### src/tdr_pkg.sv
// ----------------------------------------------------------------------------
// tdr_pkg: shared types and constants for the TFTP data receiver
// Event and result words, status and opcode codes, config register indexes.
// ----------------------------------------------------------------------------
package tdr_pkg;

    // Event kinds carried by the operation field
    typedef enum logic [1:0] {
        OP_START   = 2'd0,
        OP_PACKET  = 2'd1,
        OP_TIMEOUT = 2'd2,
        OP_STOP    = 2'd3
    } op_t;

    // Transfer status as reported in every result word
    typedef enum logic [2:0] {
        ST_IDLE         = 3'd0,
        ST_RUNNING      = 3'd1,
        ST_COMPLETE     = 3'd2,
        ST_PEER_ERROR   = 3'd3,
        ST_WRONG_SENDER = 3'd4,
        ST_RETRIES      = 3'd5,
        ST_STOPPED      = 3'd6
    } status_t;

    // TFTP opcodes of interest
    localparam logic [15:0] OPC_DATA  = 16'd3;
    localparam logic [15:0] OPC_ERROR = 16'd5;

    localparam logic [9:0] HEADER_BYTES = 10'd4;

    // Configuration register indexes
    localparam int unsigned CFG_IDX_W = 2;
    localparam int unsigned CFG_DATA_W = 10;
    localparam logic [CFG_IDX_W-1:0] CFG_CLIENT_MODE = 2'd0;
    localparam logic [CFG_IDX_W-1:0] CFG_RETRY_LIMIT = 2'd1;
    localparam logic [CFG_IDX_W-1:0] CFG_FULL_LENGTH = 2'd2;

    // Configuration reset values
    localparam logic       RST_CLIENT_MODE = 1'b0;
    localparam logic [7:0] RST_RETRY_LIMIT = 8'd10;
    localparam logic [9:0] RST_FULL_LENGTH = 10'd516;

    // Input event word
    typedef struct packed {
        logic [1:0]  operation;
        logic [15:0] packet_opcode;
        logic [15:0] packet_block;
        logic [9:0]  packet_length;
        logic        sender_matches;
    } in_item_t;

    // Result word
    typedef struct packed {
        logic        send_request;
        logic        send_ack;
        logic [15:0] ack_block;
        logic        write_payload;
        logic [9:0]  payload_length;
        logic [2:0]  status;
    } out_item_t;

endpackage

### src/tdr_in_stage.sv
// ----------------------------------------------------------------------------
// tdr_in_stage: input register of the receiver
// Holds one event word until the core moves it into the result register.
// ----------------------------------------------------------------------------
module tdr_in_stage (
    input  logic               aclk,
    input  logic               aresetn,
    input  logic               s_valid,
    output logic               s_ready,
    input  tdr_pkg::in_item_t  s_data,
    input  logic               advance,
    output logic               item_valid,
    output tdr_pkg::in_item_t  item
);

    logic              valid_reg;
    logic              valid_next;
    tdr_pkg::in_item_t data_reg;

    // Free slot, or the held word leaves this cycle
    assign s_ready = !valid_reg || advance;

    always_comb begin
        valid_next = valid_reg;
        if (s_valid && s_ready) begin
            valid_next = 1'b1;
        end else if (advance) begin
            valid_next = 1'b0;
        end
    end

    always_ff @(posedge aclk) begin
        if (!aresetn) begin
            valid_reg <= 1'b0;
        end else begin
            valid_reg <= valid_next;
        end
    end

    // Payload, no reset
    always_ff @(posedge aclk) begin
        if (s_valid && s_ready) begin
            data_reg <= s_data;
        end
    end

    assign item_valid = valid_reg;
    assign item       = data_reg;

endmodule

### src/tdr_core.sv
// ----------------------------------------------------------------------------
// tdr_core: lock-step ACK logic and transfer state
// Config registers, transfer state, and the per-event result computation.
// ----------------------------------------------------------------------------
module tdr_core (
    input  logic                                aclk,
    input  logic                                aresetn,
    input  logic                                cfg_valid,
    input  logic [tdr_pkg::CFG_IDX_W-1:0]       cfg_index,
    input  logic [tdr_pkg::CFG_DATA_W-1:0]      cfg_data,
    input  logic                                advance,
    input  tdr_pkg::in_item_t                   item,
    output tdr_pkg::out_item_t                  result
);

    // Configuration registers
    logic       client_mode_reg;
    logic [7:0] retry_limit_reg;
    logic [9:0] full_length_reg;

    // Transfer state
    logic             active_reg,  active_next;
    logic [15:0]      acked_reg,   acked_next;
    logic [7:0]       tmo_cnt_reg, tmo_cnt_next;
    tdr_pkg::status_t status_reg,  status_next;

    logic [15:0] expected_block;
    logic [9:0]  plen;

    always_ff @(posedge aclk) begin
        if (!aresetn) begin
            client_mode_reg <= tdr_pkg::RST_CLIENT_MODE;
            retry_limit_reg <= tdr_pkg::RST_RETRY_LIMIT;
            full_length_reg <= tdr_pkg::RST_FULL_LENGTH;
        end else if (cfg_valid) begin
            unique case (cfg_index)
                tdr_pkg::CFG_CLIENT_MODE: client_mode_reg <= cfg_data[0];
                tdr_pkg::CFG_RETRY_LIMIT: retry_limit_reg <= cfg_data[7:0];
                tdr_pkg::CFG_FULL_LENGTH: full_length_reg <= cfg_data;
                default: ;
            endcase
        end
    end

    assign expected_block = acked_reg + 16'd1;
    assign plen = (item.packet_length >= tdr_pkg::HEADER_BYTES)
                ? (item.packet_length - tdr_pkg::HEADER_BYTES) : 10'd0;

    // Next state and result for the event at the head
    always_comb begin
        active_next  = active_reg;
        acked_next   = acked_reg;
        tmo_cnt_next = tmo_cnt_reg;
        status_next  = status_reg;
        result       = '0;

        if (tdr_pkg::op_t'(item.operation) == tdr_pkg::OP_START) begin
            active_next  = 1'b1;
            acked_next   = 16'd0;
            tmo_cnt_next = 8'd0;
            status_next  = tdr_pkg::ST_RUNNING;
            if (client_mode_reg) begin
                result.send_request = 1'b1;
            end else begin
                result.send_ack = 1'b1;
            end
        end else if (active_reg) begin
            unique case (tdr_pkg::op_t'(item.operation))
                tdr_pkg::OP_PACKET: begin
                    priority if (!item.sender_matches) begin
                        active_next = 1'b0;
                        status_next = tdr_pkg::ST_WRONG_SENDER;
                    end else if (item.packet_opcode == tdr_pkg::OPC_ERROR) begin
                        active_next = 1'b0;
                        status_next = tdr_pkg::ST_PEER_ERROR;
                    end else if (item.packet_opcode == tdr_pkg::OPC_DATA &&
                                 item.packet_block == expected_block) begin
                        result.write_payload  = 1'b1;
                        result.payload_length = plen;
                        result.send_ack       = 1'b1;
                        result.ack_block      = item.packet_block;
                        acked_next            = item.packet_block;
                        tmo_cnt_next          = 8'd0;
                        if (item.packet_length < full_length_reg) begin
                            active_next = 1'b0;
                            status_next = tdr_pkg::ST_COMPLETE;
                        end
                    end else begin
                        // Duplicate, out of order or unknown: re-send last ACK
                        result.send_ack  = 1'b1;
                        result.ack_block = acked_reg;
                    end
                end
                tdr_pkg::OP_TIMEOUT: begin
                    if (tmo_cnt_reg >= retry_limit_reg) begin
                        active_next = 1'b0;
                        status_next = tdr_pkg::ST_RETRIES;
                    end else begin
                        tmo_cnt_next     = tmo_cnt_reg + 8'd1;
                        result.send_ack  = 1'b1;
                        result.ack_block = acked_reg;
                    end
                end
                tdr_pkg::OP_STOP: begin
                    active_next = 1'b0;
                    status_next = tdr_pkg::ST_STOPPED;
                end
                default: ;
            endcase
        end

        result.status = status_next;
    end

    always_ff @(posedge aclk) begin
        if (!aresetn) begin
            active_reg  <= 1'b0;
            acked_reg   <= 16'd0;
            tmo_cnt_reg <= 8'd0;
            status_reg  <= tdr_pkg::ST_IDLE;
        end else if (advance) begin
            active_reg  <= active_next;
            acked_reg   <= acked_next;
            tmo_cnt_reg <= tmo_cnt_next;
            status_reg  <= status_next;
        end
    end

endmodule

### src/tdr_out_reg.sv
// ----------------------------------------------------------------------------
// tdr_out_reg: result register of the receiver
// Holds one result word until the downstream side takes it.
// ----------------------------------------------------------------------------
module tdr_out_reg (
    input  logic                aclk,
    input  logic                aresetn,
    input  logic                item_valid,
    output logic                advance,
    input  tdr_pkg::out_item_t  result,
    output logic                m_valid,
    input  logic                m_ready,
    output tdr_pkg::out_item_t  m_data
);

    logic               valid_reg;
    logic               valid_next;
    tdr_pkg::out_item_t data_reg;

    // Move a word in when the register is empty or drains this cycle
    assign advance = item_valid && (!valid_reg || m_ready);

    always_comb begin
        valid_next = valid_reg;
        if (advance) begin
            valid_next = 1'b1;
        end else if (m_ready) begin
            valid_next = 1'b0;
        end
    end

    always_ff @(posedge aclk) begin
        if (!aresetn) begin
            valid_reg <= 1'b0;
        end else begin
            valid_reg <= valid_next;
        end
    end

    always_ff @(posedge aclk) begin
        if (advance) begin
            data_reg <= result;
        end
    end

    assign m_valid = valid_reg;
    assign m_data  = data_reg;

endmodule

### src/tftp_data_receiver.sv
// ----------------------------------------------------------------------------
// tftp_data_receiver: receiving side of a lock-step TFTP transfer
// Turns start, packet, timeout and stop events into request/ACK/write words.
// ----------------------------------------------------------------------------
// Usage:
//   s_valid/s_ready/s_data carry one event word: start, received packet
//   header, timeout tick or stop request. Every event yields exactly one
//   result word on m_valid/m_ready/m_data: request and ACK flags, the block
//   to acknowledge, payload write and length, and the transfer status.
//   cfg_valid/cfg_ready/cfg_index/cfg_data write client_mode (0),
//   retry_limit (1) and full_packet_length (2); cfg_ready is always high.
//   Write the registers only while no event is in flight.
//   The result word passes the input register, then the event logic
//   feeding the result register. Throughput is one word per cycle while
//   m_ready stays high.
//   When m_ready is low the result register holds, the input register fills
//   and then s_ready drops; nothing is lost or repeated.
//   Reset (aresetn low, synchronous) empties both registers, loads the
//   config defaults and returns the transfer state to idle.
// ----------------------------------------------------------------------------
module tftp_data_receiver (
    input  logic                            aclk,
    input  logic                            aresetn,
    input  logic                            s_valid,
    output logic                            s_ready,
    input  tdr_pkg::in_item_t               s_data,
    output logic                            m_valid,
    input  logic                            m_ready,
    output tdr_pkg::out_item_t              m_data,
    input  logic                            cfg_valid,
    output logic                            cfg_ready,
    input  logic [tdr_pkg::CFG_IDX_W-1:0]   cfg_index,
    input  logic [tdr_pkg::CFG_DATA_W-1:0]  cfg_data
);

    logic               advance;
    logic               item_valid;
    tdr_pkg::in_item_t  item;
    tdr_pkg::out_item_t result;

    assign cfg_ready = 1'b1;

    tdr_in_stage u_in_stage (
        .aclk       (aclk),
        .aresetn    (aresetn),
        .s_valid    (s_valid),
        .s_ready    (s_ready),
        .s_data     (s_data),
        .advance    (advance),
        .item_valid (item_valid),
        .item       (item)
    );

    tdr_core u_core (
        .aclk      (aclk),
        .aresetn   (aresetn),
        .cfg_valid (cfg_valid),
        .cfg_index (cfg_index),
        .cfg_data  (cfg_data),
        .advance   (advance),
        .item      (item),
        .result    (result)
    );

    tdr_out_reg u_out_reg (
        .aclk       (aclk),
        .aresetn    (aresetn),
        .item_valid (item_valid),
        .advance    (advance),
        .result     (result),
        .m_valid    (m_valid),
        .m_ready    (m_ready),
        .m_data     (m_data)
    );

    // A payload write always comes with an ACK of that block
    a_write_has_ack: assert property (@(posedge aclk) disable iff (!aresetn)
        (m_valid && m_data.write_payload) |-> m_data.send_ack)
        else $error("payload write without ACK");

    // A read request only opens a running transfer, never with an ACK
    a_request_running: assert property (@(posedge aclk) disable iff (!aresetn)
        (m_valid && m_data.send_request) |->
            (!m_data.send_ack && m_data.status == tdr_pkg::ST_RUNNING))
        else $error("read request with bad status or ACK");

    // With the result register empty the input side must take a word
    a_ready_when_empty: assert property (@(posedge aclk) disable iff (!aresetn)
        !m_valid |-> s_ready)
        else $error("input stalled with empty result register");

    // Reset leaves no result pending
    a_reset_empty: assert property (@(posedge aclk)
        !aresetn |=> !m_valid)
        else $error("result valid after reset");

endmodule
### config.mk
export PLATFORM = sky130hd
export DESIGN_NAME = tftp_data_receiver
export DESIGN_NICKNAME = d
export VERILOG_FILES = /design/src/tdr_pkg.sv /design/src/tdr_in_stage.sv /design/src/tdr_core.sv /design/src/tdr_out_reg.sv /design/src/tftp_data_receiver.sv
export SDC_FILE = /design/constraint.sdc
export NUM_CORES = 1
export LEC_CHECK = 0
export BUFFER_PORTS_ARGS = -buffer_cell sky130_fd_sc_hd__buf_2
export CORE_UTILIZATION = 26
export CTS_CLUSTER_SIZE = 25
export DETAILED_ROUTE_END_ITERATION = 10
export PLACE_DENSITY = 0.4
export SLEW_MARGIN = 30
export SYNTH_ARGS = -nofsm -noshare
export SYNTH_HDL_FRONTEND = slang
export SYNTH_HIERARCHICAL = 1
export SYNTH_SLANG_ARGS = --single-unit
### constraint.sdc
create_clock -name aclk -period 4.85 [get_ports aclk]
set_clock_uncertainty 0.15 [all_clocks]
set_input_delay 0.485 -clock aclk [delete_from_list [all_inputs] [get_ports aclk]]
set_output_delay 0.485 -clock aclk [all_outputs]
set_load 0.01 [all_outputs]
==> flow_metrics.env <==
export IMPL_required_ps=4980
export IMPL_layout_worst_path_cycle_share_pct=70.53
export IMPL_post_cts_resized=0
export IMPL_routability_cong=0.7947
export IMPL_synthSimpleGateAreaFrac_pct=14.60
export IMPL_arrival_ps=3560
export IMPL_tritoncts_num_buffers=17
export IMPL_die_width_um=154.0
export IMPL_fin_setup_tns_ps=0
export IMPL_share_comb_of_total_power_pct=6.5
export IMPL_grt_max_degree=46
export IMPL_synth_top_cells_by_count="edfxtp_1, dfxtp_1, nand2_1"
export IMPL_global_router_s_overall_resource_usage_pct=12.84
export IMPL_max_cap_viol_count=0
export IMPL_cts_post_setup_buffers_inserted=0
export IMPL_drc=0
export IMPL_largest_register_ffs=45
export IMPL_ys_seq_elements=126
export IMPL_place_detailed_instances=902
export IMPL_vias_in_the_first_global_route=4347
export IMPL_clock_sinks=126
export IMPL_cts_clk_slew_worst_paths_ps=60
export IMPL_placement_rows=55
export IMPL_clock_root_buffer="clkbuf_16"
export IMPL_worst_setup_path_end_kind="flop"
export IMPL_switching_share_pct=23.06
export IMPL_number_of_hold_slack_violations_in_the_final_timing_report=0
export IMPL_ant_nets=0
export IMPL_relSlewSlack_pct=39.24
export IMPL_globalRouteOverflowTotal=0
export IMPL_finalSetupViolations=0
export IMPL_hold_slack_ps=86.32
export IMPL_core_area_um2=22640
export IMPL_power_per_cell_area_nw_per_um2=367.4
export IMPL_final_cell_area_um2=7378
export IMPL_portBuffers=95
export IMPL_synth_compound_gate_area_share_pct=14.93
export IMPL_antenna_diode_count=0
export IMPL_i_o_pin_total=97
export IMPL_drive_above_1_share_pct=22.19
export IMPL_power_clock_fraction_pct=48.5
export IMPL_die_h_um=154.0
export IMPL_worstMarginPinSlew_ps=911.2
export IMPL_clock_latency_ps=420
export IMPL_final_cell_count_no_fill=934
export IMPL_unrepaired_setup_endpoints_after_global_routing="false"
export IMPL_post_synth_inst_count=540
export IMPL_routed_wire_per_std_cell_um=15.55
export IMPL_grt_first_pass_wirelength_mm=23.48
export IMPL_hold_class="in -> reg"
export IMPL_area_delta_synth_final_pct=22.78
export IMPL_drt_initial_drc_count=237
export IMPL_initial_utilization_pct=26.54
export IMPL_synth_seq_area_share_pct=54.80
export IMPL_synth_lib_cells_used_distinct=66
export IMPL_intPower_w=0.002086
export IMPL_area_share_of_xor_xnor_cells_in_the_synthesized_design_pct=3.581
export IMPL_ctsHoldBuffers=0
export IMPL_cts_tree="built"
export IMPL_firstDrtPassIters=4
export IMPL_max_clock_freq_ghz=0.2923
export IMPL_synth_adder_area_share_pct=5.205
export IMPL_dieArea_um2=23730
export IMPL_synth_top_cell_area_share_pct=38.48
export IMPL_synth_enable_flop_cells=77
export IMPL_finalWirelength_mm=14.53
export IMPL_synthTopCellsByArea="edfxtp_1, dfxtp_1, ha_1, o21ai_0, mux2i_1"
export IMPL_vdd_ir_drop_worst_mv=0.2008
export IMPL_synth_top_family_by_area="compound AO/OA/AOI/OAI gates"
export IMPL_run_status="finished clean"
export IMPL_static_leakage_nw=2.926
export IMPL_detailed_placement_wirelength_estimate_mm=10.26
export IMPL_critPathLaunchType="flop"
export IMPL_antenna_found_initial=0
export IMPL_vias=4361
export IMPL_synth_cell_area_um2=6010
export IMPL_ys_warnings_count=6
export IMPL_vias_per_cell=4.669
export IMPL_path_max_fanout=16
export IMPL_multiplexer_share_of_the_synthesized_area_pct=2.852
export IMPL_timing_max_transition_violations_final=0
export IMPL_switching_power_w=0.0006252
export IMPL_final_net_count=723
export IMPL_sequentialPowerShare_pct=44.9
export IMPL_htree_num_levels=4
export IMPL_dpl_cell_area_um2=6771
export IMPL_syn_mean_instance_area_um2=11.13
export IMPL_setup_crit_path_kind="reg -> reg"
export IMPL_async_reset_ff_share_pct=0
export IMPL_yosys_top_cell_by_area="edfxtp_1"
export IMPL_timing_final_crit_period_ps=3421
export IMPL_cts_root_to_sink_buffers=2
export IMPL_mappedNetlistNets=627
export IMPL_filler_cell_count=2239
export IMPL_dominant_cell_by_count_in_the_synthesized_netlist="edfxtp_1"
export IMPL_ys_flop_type="edfxtp_1"
-- per-layer routing --
metal	global-route usage (%)	part of all wire [%]	up-vias
met1	16.86	49	2064
met3	3.918	5.0	8
met2	19.96	45	100
li1	-	-	2189
met5	0	0	-
met4	4.333	0.80	0
-- cell families (layout without fill, tap and decap cells) --
group / after synthesis / count (layout)
compound gates: 133 / 133
buf+inv: 57 / 166
simple gates: 158 / 158
xor+xnor: 23 / 23
mux: 17 / 17
fa+ha+maj: 25 / 25
flops: 126 / 126
other cells: 1 / 1
-- cells in the final DEF, fill, tap and decap left out, drive strengths merged, types with 9 or more instances in the layout --
master	synthesis	routed
a21oi	31	31
a22o	17	17
and3	14	14
buf	9	98
clkbuf	12	20
dfxtp	49	49
edfxtp	77	77
ha	25	25
inv	35	38
mux2i	16	16
nand2	36	36
nor2	34	34
nor3	11	11
o21a	9	9
o21ai	34	34
xnor2	11	11
xor2	11	11
-- area by class of cell --
cell class                      count  area [um2]  area share (%)
Inverter                           36       135.1           1.831
Timing Repair Buffer               98       498.0           6.749
Multi-Input combinational cell    357        2489           33.73
Clock inverter                     12       160.2           2.171
Sequential cell                   126        3293           44.63
Clock buffer                       20       446.7           6.054
Tap cell                          285       356.6           4.833
-- final timing paths --
path	start	depth (start not counted)	slack (ps)	endpoint
setup reg to reg	u_core/acked_reg[0]	8	1430	u_out_reg/m_data[21]
hold / removal	s_data[32]	1	90	u_in_stage/item[32]
setup / recovery	u_core/acked_reg[0]	8	1430	u_out_reg/m_data[21]
hold reg to reg	u_core/full_length_reg[5]	2	360	u_core/full_length_reg[5]
-- metrics by stage --
stage	total power, W	util, %	worst slack [ps]
2_1_floorplan	0.001337	-	971.1
3_3_place_gp	0.001419	29.91	1542
3_5_place_dp	0.001421	29.91	1422
4_1_cts	0.002752	32.59	1375
5_1_grt	0.002832	32.59	1039
6_report	0.002711	32.59	1429
-- critical path, stage by stage (launching register included) --
cell,delay [ps]
dfxtp_1,440
ha_1,460
xnor2_1,130
nor3_1,140
o21ai_0,100
a311o_1,390
nor4_4,520
and3_1,730
a22o_1,230
-- power by group through the flow --
stage	registers [W]	logic, W	clock network [W]
after floorplan	0.00124	0.000101	0
after global placement	0.00124	0.000178	0
after detailed placement	0.00124	0.000179	0
after CTS	0.00122	0.000180	0.00135
after global routing	0.00122	0.000200	0.00141
final	0.00122	0.000177	0.00132
No activity file was read; power rests on OpenSTA's default activity.
